File: src/sv/acb_pkg.sv
// ----------------------------------------------------------------------------
// acb_pkg
// Types, sizes and helper functions shared by the autocrop bounding box block.
// ----------------------------------------------------------------------------
package acb_pkg;

    localparam int MAX_WIDTH  = 4096;
    localparam int MAX_HEIGHT = 4096;
    localparam int PIXEL_W    = 32;
    localparam int SIZE_W     = 13;
    localparam int COORD_W    = 12;
    localparam int Q_DEPTH    = 4;
    localparam int Q_PTR_W    = $clog2(Q_DEPTH);
    localparam int Q_CNT_W    = $clog2(Q_DEPTH + 1);

    localparam logic [SIZE_W-1:0] RESET_WIDTH  = SIZE_W'(640);
    localparam logic [SIZE_W-1:0] RESET_HEIGHT = SIZE_W'(480);

    // Configuration register indexes.
    localparam logic CFG_FRAME_WIDTH  = 1'b0;
    localparam logic CFG_FRAME_HEIGHT = 1'b1;

    // One classified pixel passed from the front to the back.
    typedef struct packed {
        logic [COORD_W-1:0] col;
        logic [COORD_W-1:0] row;
        logic               diff;
        logic               last;
    } t_entry;

    // Effective frame size after clamping.
    typedef struct packed {
        logic [SIZE_W-1:0] width;
        logic [SIZE_W-1:0] height;
    } t_frame_size;

    // A zero size acts as one, anything above the maximum acts as the maximum.
    function automatic logic [SIZE_W-1:0] clamp_size(input logic [SIZE_W-1:0] v,
                                                      input logic [SIZE_W-1:0] maxv);
        logic [SIZE_W-1:0] r;
        if (v == '0) begin
            r = SIZE_W'(1);
        end else if (v > maxv) begin
            r = maxv;
        end else begin
            r = v;
        end
        return r;
    endfunction

endpackage

File: src/sv/autocrop_bounding_box.sv
// ----------------------------------------------------------------------------
// autocrop_bounding_box
// Finds the bounding box of the content that differs from the background.
// ----------------------------------------------------------------------------
// Usage: pixels of one frame enter in raster order on the input channel
// (i_in_valid / o_in_stall / i_pixel). A word is taken at a clock edge where
// i_in_valid is high and o_in_stall is low. The first pixel of every frame is
// the background reference; every later pixel unlike it widens the box.
// After the last pixel of the frame one result word leaves on the output
// channel (o_out_valid / i_out_stall): inclusive bounds, crop size equal to
// right minus left and bottom minus top, and a content flag. A uniform frame
// reports the whole frame with the flag clear.
// Throughput is one pixel per clock cycle while the queue has room. The result
// word is loaded after the last pixel of the frame is taken: the pixel is first
// written into the queue, then popped from its head into the output register.
// If the receiver stalls, the result word holds. Pixels of the next frame keep
// flowing until that frame's last pixel reaches the head of the queue; it waits
// there, the four-entry queue fills behind it and o_in_stall then rises.
// Write frame width and height on the configuration port (index 0 and 1) only
// while idle; not enforced. Reset restores 640 by 480 and starts a new frame.
// ----------------------------------------------------------------------------
module autocrop_bounding_box (
    input  logic                          i_clk,
    input  logic                          i_rst_n,
    input  logic                          i_cfg_we,
    input  logic                          i_cfg_index,
    input  logic [acb_pkg::SIZE_W-1:0]    i_cfg_data,
    input  logic                          i_in_valid,
    output logic                          o_in_stall,
    input  logic [acb_pkg::PIXEL_W-1:0]   i_pixel,
    output logic                          o_out_valid,
    input  logic                          i_out_stall,
    output logic [acb_pkg::COORD_W-1:0]   o_box_left,
    output logic [acb_pkg::COORD_W-1:0]   o_box_top,
    output logic [acb_pkg::COORD_W-1:0]   o_box_right,
    output logic [acb_pkg::COORD_W-1:0]   o_box_bottom,
    output logic [acb_pkg::COORD_W-1:0]   o_crop_width,
    output logic [acb_pkg::COORD_W-1:0]   o_crop_height,
    output logic                          o_content_found
);
    import acb_pkg::*;

    logic [SIZE_W-1:0] r_frame_width;
    logic [SIZE_W-1:0] r_frame_height;
    t_frame_size       size;
    t_entry            front_entry;
    t_entry            head_entry;
    logic              q_full;
    logic              q_valid;
    logic              q_pop;
    logic              accept;

    // Configuration registers, stored as written and clamped on use.
    always_ff @(posedge i_clk) begin
        if (!i_rst_n) begin
            r_frame_width  <= RESET_WIDTH;
            r_frame_height <= RESET_HEIGHT;
        end else if (i_cfg_we) begin
            unique case (i_cfg_index)
                CFG_FRAME_WIDTH:  r_frame_width  <= i_cfg_data;
                CFG_FRAME_HEIGHT: r_frame_height <= i_cfg_data;
                default: ;
            endcase
        end
    end

    assign size.width  = clamp_size(r_frame_width, SIZE_W'(MAX_WIDTH));
    assign size.height = clamp_size(r_frame_height, SIZE_W'(MAX_HEIGHT));

    // The front writes straight into the queue, so a pixel is taken whenever
    // the queue has room.
    assign o_in_stall = q_full;
    assign accept     = i_in_valid && !q_full;

    acb_front u_front (
        .i_clk    (i_clk),
        .i_rst_n  (i_rst_n),
        .i_size   (size),
        .i_valid  (i_in_valid),
        .i_pixel  (i_pixel),
        .i_accept (accept),
        .o_entry  (front_entry)
    );

    acb_queue u_queue (
        .i_clk   (i_clk),
        .i_rst_n (i_rst_n),
        .i_push  (accept),
        .i_entry (front_entry),
        .o_full  (q_full),
        .i_pop   (q_pop),
        .o_valid (q_valid),
        .o_entry (head_entry)
    );

    acb_back u_back (
        .i_clk           (i_clk),
        .i_rst_n         (i_rst_n),
        .i_size          (size),
        .i_q_valid       (q_valid),
        .i_entry         (head_entry),
        .o_pop           (q_pop),
        .o_valid         (o_out_valid),
        .i_stall         (i_out_stall),
        .o_box_left      (o_box_left),
        .o_box_top       (o_box_top),
        .o_box_right     (o_box_right),
        .o_box_bottom    (o_box_bottom),
        .o_crop_width    (o_crop_width),
        .o_crop_height   (o_crop_height),
        .o_content_found (o_content_found)
    );

endmodule

File: src/sv/acb_front.sv
// ----------------------------------------------------------------------------
// acb_front
// Tracks the raster position, latches the reference pixel and classifies each
// accepted pixel as matching or differing.
// ----------------------------------------------------------------------------
module acb_front (
    input  logic                          i_clk,
    input  logic                          i_rst_n,
    input  acb_pkg::t_frame_size          i_size,
    input  logic                          i_valid,
    input  logic [acb_pkg::PIXEL_W-1:0]   i_pixel,
    input  logic                          i_accept,
    output acb_pkg::t_entry               o_entry
);
    import acb_pkg::*;

    logic [COORD_W-1:0] r_col, n_col;
    logic [COORD_W-1:0] r_row, n_row;
    logic [PIXEL_W-1:0] r_ref;
    logic               at_origin;
    logic               row_end;
    logic               frame_end;

    assign at_origin = (r_col == '0) && (r_row == '0);
    assign row_end   = ({1'b0, r_col} + SIZE_W'(1)) >= i_size.width;
    assign frame_end = row_end && (({1'b0, r_row} + SIZE_W'(1)) >= i_size.height);

    always_comb begin
        o_entry.col  = r_col;
        o_entry.row  = r_row;
        o_entry.diff = !at_origin && (i_pixel != r_ref) && i_valid;
        o_entry.last = frame_end;
    end

    always_comb begin
        n_col = r_col;
        n_row = r_row;
        if (!row_end) begin
            n_col = r_col + COORD_W'(1);
        end else if (!frame_end) begin
            n_col = '0;
            n_row = r_row + COORD_W'(1);
        end else begin
            n_col = '0;
            n_row = '0;
        end
    end

    always_ff @(posedge i_clk) begin
        if (!i_rst_n) begin
            r_col <= '0;
            r_row <= '0;
        end else if (i_accept) begin
            r_col <= n_col;
            r_row <= n_row;
        end
    end

    always_ff @(posedge i_clk) begin
        if (i_accept && at_origin) begin
            r_ref <= i_pixel;
        end
    end

endmodule

File: src/sv/acb_queue.sv
// ----------------------------------------------------------------------------
// acb_queue
// Short first-in first-out queue of classified pixels between front and back.
// ----------------------------------------------------------------------------
module acb_queue (
    input  logic            i_clk,
    input  logic            i_rst_n,
    input  logic            i_push,
    input  acb_pkg::t_entry i_entry,
    output logic            o_full,
    input  logic            i_pop,
    output logic            o_valid,
    output acb_pkg::t_entry o_entry
);
    import acb_pkg::*;

    t_entry             r_mem [Q_DEPTH];
    logic [Q_PTR_W-1:0] r_wr_ptr;
    logic [Q_PTR_W-1:0] r_rd_ptr;
    logic [Q_CNT_W-1:0] r_count;

    assign o_full  = (r_count == Q_CNT_W'(Q_DEPTH));
    assign o_valid = (r_count != '0);
    assign o_entry = r_mem[r_rd_ptr];

    always_ff @(posedge i_clk) begin
        if (!i_rst_n) begin
            r_wr_ptr <= '0;
            r_rd_ptr <= '0;
            r_count  <= '0;
        end else begin
            if (i_push) begin
                r_wr_ptr <= r_wr_ptr + Q_PTR_W'(1);
            end
            if (i_pop) begin
                r_rd_ptr <= r_rd_ptr + Q_PTR_W'(1);
            end
            if (i_push && !i_pop) begin
                r_count <= r_count + Q_CNT_W'(1);
            end else if (!i_push && i_pop) begin
                r_count <= r_count - Q_CNT_W'(1);
            end
        end
    end

    always_ff @(posedge i_clk) begin
        if (i_push) begin
            r_mem[r_wr_ptr] <= i_entry;
        end
    end

endmodule

File: src/sv/acb_back.sv
// ----------------------------------------------------------------------------
// acb_back
// Accumulates the bounding box from classified pixels and holds the result
// word in an output register until the receiver takes it.
// ----------------------------------------------------------------------------
module acb_back (
    input  logic                         i_clk,
    input  logic                         i_rst_n,
    input  acb_pkg::t_frame_size         i_size,
    input  logic                         i_q_valid,
    input  acb_pkg::t_entry              i_entry,
    output logic                         o_pop,
    output logic                         o_valid,
    input  logic                         i_stall,
    output logic [acb_pkg::COORD_W-1:0]  o_box_left,
    output logic [acb_pkg::COORD_W-1:0]  o_box_top,
    output logic [acb_pkg::COORD_W-1:0]  o_box_right,
    output logic [acb_pkg::COORD_W-1:0]  o_box_bottom,
    output logic [acb_pkg::COORD_W-1:0]  o_crop_width,
    output logic [acb_pkg::COORD_W-1:0]  o_crop_height,
    output logic                         o_content_found
);
    import acb_pkg::*;

    logic               r_seen, n_seen;
    logic [COORD_W-1:0] r_min_col, n_min_col;
    logic [COORD_W-1:0] r_max_col, n_max_col;
    logic [COORD_W-1:0] r_min_row, n_min_row;
    logic [COORD_W-1:0] r_max_row, n_max_row;
    logic               r_out_valid;
    logic               slot_free;
    logic [COORD_W-1:0] left, top, right, bottom;

    assign slot_free = !r_out_valid || !i_stall;
    assign o_pop     = i_q_valid && (!i_entry.last || slot_free);
    assign o_valid   = r_out_valid;

    // Running extremes including the pixel at the head of the queue.
    always_comb begin
        n_seen    = r_seen;
        n_min_col = r_min_col;
        n_max_col = r_max_col;
        n_min_row = r_min_row;
        n_max_row = r_max_row;
        if (i_entry.diff) begin
            n_seen = 1'b1;
            if (!r_seen || i_entry.col < r_min_col) n_min_col = i_entry.col;
            if (!r_seen || i_entry.col > r_max_col) n_max_col = i_entry.col;
            if (!r_seen || i_entry.row < r_min_row) n_min_row = i_entry.row;
            if (!r_seen || i_entry.row > r_max_row) n_max_row = i_entry.row;
        end
    end

    always_comb begin
        if (n_seen) begin
            left   = n_min_col;
            top    = n_min_row;
            right  = n_max_col;
            bottom = n_max_row;
        end else begin
            left   = '0;
            top    = '0;
            right  = COORD_W'(i_size.width - SIZE_W'(1));
            bottom = COORD_W'(i_size.height - SIZE_W'(1));
        end
    end

    always_ff @(posedge i_clk) begin
        if (!i_rst_n) begin
            r_seen      <= 1'b0;
            r_out_valid <= 1'b0;
        end else begin
            if (o_pop) begin
                r_seen <= i_entry.last ? 1'b0 : n_seen;
            end
            if (o_pop && i_entry.last) begin
                r_out_valid <= 1'b1;
            end else if (!i_stall) begin
                r_out_valid <= 1'b0;
            end
        end
    end

    always_ff @(posedge i_clk) begin
        if (o_pop) begin
            r_min_col <= n_min_col;
            r_max_col <= n_max_col;
            r_min_row <= n_min_row;
            r_max_row <= n_max_row;
        end
        if (o_pop && i_entry.last) begin
            o_box_left      <= left;
            o_box_top       <= top;
            o_box_right     <= right;
            o_box_bottom    <= bottom;
            o_crop_width    <= right - left;
            o_crop_height   <= bottom - top;
            o_content_found <= n_seen;
        end
    end

endmodule

File: config.mk
export PLATFORM = sky130hd
export DESIGN_NAME = autocrop_bounding_box
export DESIGN_NICKNAME = d
export VERILOG_FILES = /design/src/sv/acb_pkg.sv /design/src/sv/autocrop_bounding_box.sv /design/src/sv/acb_front.sv /design/src/sv/acb_queue.sv /design/src/sv/acb_back.sv
export SDC_FILE = /design/constraint.sdc
export NUM_CORES = 1
export LEC_CHECK = 0
export BUFFER_PORTS_ARGS = -buffer_cell sky130_fd_sc_hd__buf_2
export CORE_MARGIN = 4
export CORE_UTILIZATION = 35
export DETAILED_ROUTE_END_ITERATION = 7
export PLACE_DENSITY = 0.62
export RECOVER_POWER = 100
export SYNTH_ARGS = -nofsm -noshare
export SYNTH_HDL_FRONTEND = slang
export SYNTH_SLANG_ARGS = --single-unit
File: constraint.sdc
create_clock -name i_clk -period 13.2 [get_ports i_clk]
set_clock_uncertainty 0.2 [all_clocks]
set_input_delay 2.64 -clock i_clk [delete_from_list [all_inputs] [get_ports i_clk]]
set_output_delay 2.64 -clock i_clk [all_outputs]
set_load 0.01 [all_outputs]
==> results by group, run 1 <==
Yosys
  – Count leader, synth: edfxtp_1
  – Unique masters post-synth: 71
  – Most frequent cells after synthesis: 257 x edfxtp_1, 145 x nand2_1, 129 x inv_1, 105 x ha_1, 77 x nor2_1
  – Synth warnings: 0
  – Mapped Area: 0.01595 sq mm
  – Top_reg_cell synth: edfxtp_1
  – Seq cells post-synth: 318
  – Syn Area/Cell: 11.76 sq um
  – Synth async-reset ratio: 0
  – Synthesized netlist cell count: 1,356
  – Synth Net Count: 1,515
  – Ranking of synthesized cells by area: edfxtp_1 48%, ha_1 8.2%, dfxtp_1 7.7%
  – Synth top area share: 0.4838
  – EDFF count, synth: 257
  – Post-synthesis sequential area ratio: 0.5603
  – Post-synth top area cell: edfxtp_1

Drt
  – Post-route ant nets: 0
  – Via count: 10,714
  – Drt first pass iters: 5
  – Routed wire length: 36,070 um
  – Initial drt markers: 783
  – Vias/cell: 5.080
  – DRC violations left: 0
  – DR WL/cell: 17.10 um

STA
  – Final setup viols: 0
  – Measured slew at the worst slew-check pin: 3142 ps
  – Final TNS setup: 0 ps
  – Fmax: 129.1 MHz
  – RSZ-0062 raised after global routing: false
  – Slew headroom: -1.095
  – Final worst-path cycle share: 0.5868
  – Period minus WS final: 7745 ps
  – Max Slew Vio Count: 303
  – Final Hold Vio Count: 0

Power
  – Register share of total power: 0.354
  – Leakage: 7.056 nW
  – Internal power: 2.925 mW
  – Clock network power share: 0.229
  – Pwr Density: 254.1 mW/mm^2
  – Combinational group share of total power: 0.417
  – Sw Ratio: 0.3705
  – Switching Power: 1.722 mW
  – Worst ir drop on vdd: 0.0001287 V

CTS
  – Clk root buf: clkbuf_16
  – Setup Fix Bufs, Post-CTS: 0
  – Clk slew on worst S/H paths: 60 ps
  – Post-cts resize count: 0
  – H-Tree Depth: 2
  – Clk Latency, worst-skew pair: 560 ps
  – Clock buffer depth: 3
  – Cts-stage hold buffer count: 0
  – CTS Buf Count: 37
  – CTS Sinks: 318
  – CTS tree: yes

Worst hold path
  – WHS Endpoint: r_frame_height[10]$_SDFFE_PN0P_
  – Hold Crit Class: reg2reg
  – Hold Crit Start: r_frame_height[10]$_SDFFE_PN0P_
  – Hold Path Stages: 2

Cells and area
  – Fin area: 0.01829 sq mm
  – Multi-input logic area: 0.006291 sq mm
  – Layout area overhead: 14.64%
  – Register Area: 0.008939 sq mm
  – Fin cells: 2,109
  – Nets: 1,647
  – Fillers: 4,254
  – N_diodes: 0
  – Layout cells sized above 1: 0.08570

Placement
  – Placer Congestion: 0.8660
  – HPWL after DPL: 25,760 um
  – Placed cell areas: 0.01722 sq mm
  – IO Port Bufs: 125
  – Placed Instances: 2,041

Floorplanning
  – Core ar.: 0.04461 sq mm
  – Die area: 0.04906 sq mm
  – Die Y: 221.5 um
  – Top-Level Pins: 126
  – Num rows: 77
  – Starting Density: 0.3576
  – Die extent in x: 221.5 um

Critical path
  – Worst endpoint required time: 13,290 ps
  – CP arrival: 7840 ps
  – Critical path class: reg2reg
  – Worst reg-to-reg path cell count: 17
  – Critical Path Source Type: flip-flop
  – RR Endpoint: u_back.o_crop_width[10]$_DFFE_PP_
  – R2R setup slack: 5450 ps
  – Worst setup EP type: flip-flop
  – Crit-path max FO: 34

Outcome
  – Status: finished with violations
  – Failing checks: max-capacitance violations, max-slew violations

GRT
  – Antenna violations before repair: 2
  – First-pass GRT wire length: 57,350 um
  – Number of global-route vias before repair: 10,578
  – Grt ovf: 0
  – Tot GR Track Use: 0.1437
  – Largest net degree at the start of global routing: 76

Job
  – Max-Cap Viols: 9
[worst max-delay path, stage by stage, from the launching register on]
cell and delay [ps]:
dfxtp_1 1560, mux2_1 660, inv_1 130, nor2_2 100
clkbuf_1 1290, inv_1 1060, nand2_1 300, o21ai_0 220
ha_1 330, fa_1 400, nor2b_1 120, o21ai_0 100
a21boi_0 260, o21ai_0 160, a21oi_1 230, o21ai_0 130
nand3_1 100, o311ai_0 120
[cell type report]
cell class / count / share of cell area
sequential: 318 / 0.4888
clock buffer: 50 / 0.05720
multi-input combinational: 861 / 0.3440
timing repair buffer: 133 / 0.02846
tap: 592 / 0.04050
clock inverter: 18 / 0.01293
inverter: 137 / 0.02812
[state kept, by name, indices dropped and copies added (netlist names), 12 cells and up, named ones only]
signal / cells
u_queue.r_mem: 104
u_front.r_ref: 32
r_frame_height: 13
r_frame_width: 13
u_back.o_box_bottom: 12
u_back.o_box_left: 12
u_back.o_box_right: 12
u_back.o_box_top: 12
u_back.o_crop_height: 12
u_back.o_crop_width: 12
u_back.r_max_col: 12
u_back.r_max_row: 12
u_back.r_min_col: 12
u_back.r_min_row: 12
u_front.r_col: 12
u_front.r_row: 12
[per-stage QoR]
step                utilization  hold WS, ps  setup WS [ps]  total power [mW]
detailed placement       0.3861        270.9           6880             3.645
global route             0.4100        303.0           4596             5.011
finish                   0.4100        272.8           5455             4.647
floorplan                     -        241.8           5023             3.120
global placement         0.3861        265.3           6980             3.608
CTS                      0.4148        275.9           6866             4.733
[logic make-up after synthesis]
family	Yosys count	synth area share
simple gates	382	0.1134
xor+xnor	85	0.04667
fa+ha+maj	108	0.08612
buf+inv	177	0.04408
compound gates	218	0.08620
mux	68	0.06322
flops	318	0.5603
[layout by cell type, fill, tap and decap left out, types with 7 or more instances in the layout]
cell type,count
clkbuf_16,38
and3_1,11
dfxtp_1,61
nor4_1,17
clkbuf_1,125
nor2_1,80
buf_2,14
or3_1,7
nand4_1,18
xor2_1,15
mux4_2,25
a31oi_1,7
nor3_1,13
o21ai_0,57
a21o_1,15
inv_1,129
nand2_1,145
o211ai_1,7
inv_2,8
nand3_1,39
a21oi_1,70
xnor2_1,70
edfxtp_1,257
mux2_1,9
ha_1,105
nor2b_1,7
o21a_1,10
mux2i_1,31
and2_0,9
[routing by layer]
layer	global-route usage	vias up	share of wire
met4	0.04622	4	0.025
met5	0	-	0.00058
met2	0.2197	310	0.43
met1	0.2045	5161	0.48
li1	-	5177	-
met3	0.03191	62	0.066
[worst max path at each step]
| stage | start | endpoint |
|---|---|---|
| after floorplan | i_out_stall | u_back.o_box_bottom[0]$_DFFE_PP_ |
| after global placement | flip-flop | u_back.o_crop_height[10]$_DFFE_PP_ |
| after detailed placement | flip-flop | u_back.o_crop_height[10]$_DFFE_PP_ |
| after CTS | flip-flop | u_back.o_crop_height[10]$_DFFE_PP_ |
| after global routing | flip-flop | u_back.o_crop_width[10]$_DFFE_PP_ |
| final | flip-flop | u_back.o_crop_width[10]$_DFFE_PP_ |
[power by group through the flow]
stage / registers (mW) / clock network (mW) / logic, mW
global placement: 1.65 / 0 / 1.96
floorplan: 1.66 / 0 / 1.46
detailed placement: 1.65 / 0 / 1.99
finish: 1.65 / 1.06 / 1.94
global route: 1.68 / 1.14 / 2.19
CTS: 1.64 / 1.10 / 2.00
Note: power is estimated with default switching activity, not from simulation.
==> inputs of run 2 (changes only) <==
Clock period 13.2 ns to 7.2 ns, I/O delays scaled along.
==> run 2 against run 1 <==
  * The run still ends with max-capacitance violations, max-slew violations left
  * First-iteration DRC count increased by 37%
  * Combinational power increased by 85%
  * Global-route usage about the same
  * Maximum frequency increased by 26%
  * Critical endpoint unchanged
  * Clock power increased by 98%
  * Setup slack got worse by 4400 ps
  * Sequential share of layout area decreased by 0.34 points
==> results by group, run 2 (synthesis results as in run 1) <==
Outcome
  – Status: finished with violations
  – Failing checks: max-capacitance violations, max-slew violations

Critical path
  – R2R setup slack: 1040 ps
  – Crit-path max FO: 15
  – RR Endpoint: u_back.o_crop_width[10]$_DFFE_PP_
  – Critical Path Source Type: flip-flop
  – CP arrival: 6300 ps
  – Worst endpoint required time: 7340 ps
  – Worst setup EP type: flip-flop
  – Critical path class: reg2reg
  – Worst reg-to-reg path cell count: 18

STA
  – Final TNS setup: 0 ps
  – Max Slew Vio Count: 252
  – Period minus WS final: 6162 ps
  – Fmax: 162.3 MHz
  – Final Hold Vio Count: 0
  – Measured slew at the worst slew-check pin: 3087 ps
  – RSZ-0062 raised after global routing: false
  – Final worst-path cycle share: 0.8558
  – Hold WS: 282.5 ps
  – Final setup viols: 0
  – Slew headroom: -1.058
  – Setup WS post-layout: 1038 ps

Power
  – Worst ir drop on vdd: 0.0002262 V
  – Pwr Density: 471.4 mW/mm^2
  – Leakage: 7.127 nW

CTS
  – Clk root buf: clkbuf_16
  – CTS tree: yes
  – Clock buffer depth: 3
  – CTS Sinks: 318
  – H-Tree Depth: 2
  – Post-cts resize count: 0
  – Cts-stage hold buffer count: 0
  – Clk Latency, worst-skew pair: 550 ps
  – CTS Buf Count: 36
  – Setup Fix Bufs, Post-CTS: 0
  – Clk slew on worst S/H paths: 60 ps

Floorplanning
  – Starting Density: 0.3576
  – Die Y: 221.5 um
  – Num rows: 77
  – Die area: 0.04906 sq mm
  – Top-Level Pins: 126
  – Core ar.: 0.04461 sq mm
  – Die extent in x: 221.5 um

Cells and area
  – Largest registers: u_queue.r_mem x104, u_front.r_ref x32
  – Nets: 1,649
  – Fin area: 0.01841 sq mm
  – Most frequent cells in the layout: 257 x edfxtp_1, 145 x nand2_1, 129 x inv_1, 118 x clkbuf_1, 105 x ha_1
  – Layout cells sized above 1: 0.09031
  – Commonest non-fill, non-tap cell in the layout: edfxtp_1
  – Most flops, register: u_queue.r_mem
  – Layout area overhead: 15.43%
  – Max FFs per register: 104
  – N_diodes: 0

Placement
  – Placed cell areas: 0.01725 sq mm
  – Placer Congestion: 0.8575
  – IO Port Bufs: 125
  – DP Worst Slack: 1389 ps
  – HPWL after DPL: 26,310 um

Job
  – Max-Cap Viols: 8

Drt
  – Routed wire length: 36,250 um
  – DR WL/cell: 17.19 um
  – Post-route ant nets: 0
  – Via count: 10,701
  – Initial drt markers: 1,070
  – Drt first pass iters: 5
  – Vias/cell: 5.074
  – DRC violations left: 0

Worst hold path
  – WHS Endpoint: r_frame_height[10]$_SDFFE_PN0P_
  – Hold Crit Start: r_frame_height[10]$_SDFFE_PN0P_
  – Hold Path Stages: 2
  – Hold Crit Class: reg2reg

GRT
  – Tot GR Track Use: 0.1434
  – Largest net degree at the start of global routing: 76
  – Number of global-route vias before repair: 10,328
  – First-pass GRT wire length: 56,930 um
  – Grt ovf: 0
  – Antenna violations before repair: 2
run 2: changes by cell type in the layout (fill, tap and decap cells not counted), sizes merged:
cell	before	now
buf	15	21
bufinv	4	11
clkbuf	168	156
clkinv	7	8
clkinvlp	4	2
run 2: metrics by stage:
step	power (mW)	util	instances
2_1_floorplan	5.709	-	1356
3_3_place_gp	6.636	0.3866	2044
3_5_place_dp	6.686	0.3866	2044
4_1_cts	8.835	0.4172	2109
5_1_grt	9.332	0.4128	2109
6_report	8.680	0.4128	2109
run 2: per-layer routing:
| layer | track usage | part of all wire | vias to the layer above |
|---|---|---|---|
| met2 | 0.2164 | 0.43 | 327 |
| met5 | 0 | 0.00074 | - |
| met1 | 0.2050 | 0.47 | 5124 |
| li1 | - | - | 5187 |
| met3 | 0.03442 | 0.076 | 59 |
| met4 | 0.04622 | 0.024 | 4 |
run 2: where the power goes:
| group | internal (mW) | leakage, nW | switching, mW |
|---|---|---|---|
| registers | 2.79 | 3.04 | 0.210 |
| logic | 1.40 | 3.43 | 2.18 |
| clock network | 1.34 | 0.660 | 0.755 |
run 2: worst max-delay path by stage:
stage	startpoint	endpoint	slack [ps]	depth (start not counted)
2_1_floorplan	i_out_stall	u_back.o_box_bottom[0]$_DFFE_PP_	220	2
3_3_place_gp	flip-flop	u_back.o_crop_height[10]$_DFFE_PP_	1410	20
3_5_place_dp	flip-flop	u_back.o_crop_height[10]$_DFFE_PP_	1390	20
4_1_cts	flip-flop	u_back.o_crop_height[10]$_DFFE_PP_	1390	20
5_1_grt	flip-flop	u_back.o_crop_height[10]$_DFFE_PP_	450	19
6_report	flip-flop	u_back.o_crop_width[10]$_DFFE_PP_	1040	18
run 2: layout make-up:
type,count,area [sq um]
Fill cell,4211,26190
Sequential cell,318,8939
Multi-Input combinational cell,861,6310
Clock buffer,41,939.7
Tap cell,592,740.7
Timing Repair Buffer,136,549.3
Inverter,137,514.2
Clock inverter,24,421.7
run 2: critical path, cell delays in order, from the launching register on:
cell	delay (ps)
dfxtp_1	980
mux4_2	670
ha_1	310
a211o_1	300
o2111ai_1	100
a31oi_1	110
a41o_1	260
a21oi_2	480
clkbuf_1	360
mux2i_1	300
nor2_1	140
fa_1	460
nor2b_1	110
o21ai_0	100
a21boi_0	260
o21ai_0	160
a21oi_1	210
o21ai_0	130
o311ai_0	300
==> inputs of run 3 (changes only) <==
Settings changed: ABC_AREA set to 1, CTS_BUF_LIST set to sky130_fd_sc_hd__clkbuf_16.
Clock period 7.2 ns to 7.5 ns, I/O delays scaled along.
==> run 3 against run 2 <==
  * The flow still finishes with violations (max-capacitance violations, max-slew violations)
  * Synthesized area increased by 2.3%
  * Clock-buffer cell count decreased by 4
  * Critical endpoint is now u_back.o_crop_height[10]$_DFFE_PP_
  * Sequential power increased by 4%
  * Via count increased by 11%
  * Routed wire length increased by 9.5%
  * Register-to-register slack improved by 330 ps
  * Clock power decreased by 20%
  * Hold slack improved by 1.5 ps
  * Sequential cell count unchanged
  * Core utilization decreased by 1.3 points
  * Final area decreased by 0.56%
  * Die area increased by 2.2%
==> results by group, run 3 <==
Outcome
  – Status: finished with violations
  – Failing checks: max-capacitance violations, max-slew violations

Floorplanning
  – Num rows: 78
  – Die Y: 224.0 um
  – Starting Density: 0.3566
  – Die area: 0.05015 sq mm
  – Core ar.: 0.04577 sq mm
  – Die extent in x: 224.0 um
  – Top-Level Pins: 126

Job
  – Max-Cap Viols: 8

Cells and area
  – Commonest non-fill, non-tap cell in the layout: nand2_1
  – Fillers: 4,518
  – Max FFs per register: 104
  – Most frequent cells in the layout: 356 x nand2_1, 257 x edfxtp_1, 218 x inv_1, 112 x o21ai_0
  – Largest registers: u_queue.r_mem x104, u_front.r_ref x32
  – Most flops, register: u_queue.r_mem
  – N_diodes: 0
  – Layout cells sized above 1: 0.06626
  – Nets: 1,927
  – Layout area overhead: 12.19%

CTS
  – H-Tree Depth: 2
  – CTS tree: yes
  – Setup Fix Bufs, Post-CTS: 0
  – Cts-stage hold buffer count: 0
  – Post-cts resize count: 0
  – Clk Latency, worst-skew pair: 560 ps
  – CTS Sinks: 318
  – Clock buffer depth: 3
  – CTS Buf Count: 36
  – Clk root buf: clkbuf_16
  – Clk slew on worst S/H paths: 60 ps

Yosys
  – Top_reg_cell synth: edfxtp_1
  – Post-synthesis sequential area ratio: 0.5476
  – Synthesized netlist cell count: 1,645
  – Most frequent cells after synthesis: 345 x nand2_1, 257 x edfxtp_1, 211 x inv_1, 111 x a21oi_1, 105 x ha_1
  – Mapped Area: 0.01632 sq mm
  – EDFF count, synth: 257
  – Unique masters post-synth: 52
  – Post-synth top area cell: edfxtp_1
  – Synth top area share: 0.4728
  – Syn Area/Cell: 9.922 sq um
  – Synth warnings: 0
  – Synth Net Count: 1,804
  – Count leader, synth: nand2_1
  – Synth async-reset ratio: 0
  – Seq cells post-synth: 318
  – Ranking of synthesized cells by area: edfxtp_1 47%, ha_1 8.0%, nand2_1 7.9%

Power
  – Leakage: 7.541 nW
  – Worst ir drop on vdd: 0.0003100 V
  – Pwr Density: 531.3 mW/mm^2

GRT
  – Grt ovf: 0
  – Tot GR Track Use: 0.1538
  – Largest net degree at the start of global routing: 55
  – First-pass GRT wire length: 61,840 um
  – Antenna violations before repair: 0
  – Number of global-route vias before repair: 11,586

Worst hold path
  – Hold Crit Start: u_queue.r_rd_ptr[0]$_SDFFE_PN0P_
  – WHS Endpoint: u_queue.r_rd_ptr[0]$_SDFFE_PN0P_
  – Hold Crit Class: reg2reg
  – Hold Path Stages: 1

Drt
  – DRC violations left: 0
  – DR WL/cell: 16.56 um
  – Vias/cell: 4.960
  – Initial drt markers: 930
  – Drt first pass iters: 6
  – Routed wire length: 39,690 um
  – Post-route ant nets: 0
  – Via count: 11,883

Critical path
  – Worst reg-to-reg path cell count: 17
  – Critical path class: reg2reg
  – Worst setup EP type: flip-flop
  – Critical Path Source Type: flip-flop
  – R2R setup slack: 1370 ps
  – Worst endpoint required time: 7620 ps
  – CP arrival: 6250 ps
  – RR Endpoint: u_back.o_crop_height[10]$_DFFE_PP_
  – Crit-path max FO: 48

STA
  – Final setup viols: 0
  – Slew headroom: -1.182
  – Max Slew Vio Count: 250
  – Final Hold Vio Count: 0
  – Period minus WS final: 6129 ps
  – Setup WS post-layout: 1371 ps
  – Hold WS: 284.0 ps
  – Measured slew at the worst slew-check pin: 3273 ps
  – Final TNS setup: 0 ps
  – Fmax: 163.2 MHz
  – Final worst-path cycle share: 0.8172
  – RSZ-0062 raised after global routing: false

Placement
  – DP Worst Slack: 1939 ps
  – HPWL after DPL: 28,950 um
  – IO Port Bufs: 125
  – Placer Congestion: 0.8856
==> run 3: layer usage <==
| metal | global-route usage | part of all wire |
|---|---|---|
| met1 | 0.2157 | 0.46 |
| met2 | 0.2449 | 0.45 |
| met3 | 0.03289 | 0.073 |
| met4 | 0.03838 | 0.020 |
| met5 | 0 | 0 |
==> run 3: kinds of logic after synthesis <==
family | after synthesis | share of synthesized area
AND/OR/NAND/NOR | 589 | 0.1575
AO/OA/AOI/OAI | 281 | 0.09927
flip-flops | 318 | 0.5476
XOR/XNOR | 76 | 0.04078
buffers and inverters | 273 | 0.07068
adder cells (fa/ha/maj) | 108 | 0.08417
==> run 3: cell type report <==
| type | instances | area, sq um | share of cell area |
|---|---|---|---|
| clock buffer | 37 | 925.9 | 0.05056 |
| clock inverter | 29 | 188.9 | 0.01032 |
| inverter | 227 | 860.8 | 0.04701 |
| multi-input combinational | 1054 | 6120 | 0.3342 |
| sequential | 318 | 8939 | 0.4881 |
| tap | 600 | 750.7 | 0.04100 |
| timing repair buffer | 131 | 526.8 | 0.02877 |
==> run 3: power by group <==
group	total, mW	internal, mW	switching, mW
registers	3.11	2.91	0.200
clock network	1.67	0.939	0.732
logic	4.94	1.62	3.32
==> run 3: how the worst max path moves through the flow <==
stage	from	to	slack, ps	cells past startpoint
3_5_place_dp	flip-flop	u_back.o_crop_height[10]$_DFFE_PP_	1940	26
5_1_grt	flip-flop	u_back.o_crop_height[9]$_DFFE_PP_	850	17
6_report	flip-flop	u_back.o_crop_height[10]$_DFFE_PP_	1370	17
3_3_place_gp	flip-flop	u_back.o_crop_width[10]$_DFFE_PP_	2020	24
2_1_floorplan	i_out_stall	u_back.o_box_bottom[0]$_DFFE_PP_	2550	5
4_1_cts	flip-flop	u_back.o_crop_height[10]$_DFFE_PP_	1920	26
==> run 3: worst max-delay path, cell delays in order, from the launching register on <==
cell     delay [ps]
dfxtp_1         360
inv_2           630
o21ai_0         230
o22ai_1        1250
nand2_1         830
o21ai_1         340
o21ai_0         180
ha_1            290
fa_1            410
inv_1            80
a31oi_1         130
o21ai_0         360
nand3_1         130
nand2_1         120
nand2_1          60
a21oi_1         120
nor2_1           60
xnor2_1         110
==> run 3: per-stage QoR <==
stage / power [mW] / utilization / cell area [sq um] / instances
floorplan: 6.917 / - / 16320 / 1645
finish: 9.729 / 0.4001 / 18310 / 2396
global route: 10.58 / 0.4001 / 18310 / 2396
global placement: 8.125 / 0.3821 / 17490 / 2330
detailed placement: 8.258 / 0.3821 / 17490 / 2330
CTS: 9.957 / 0.4064 / 18600 / 2396
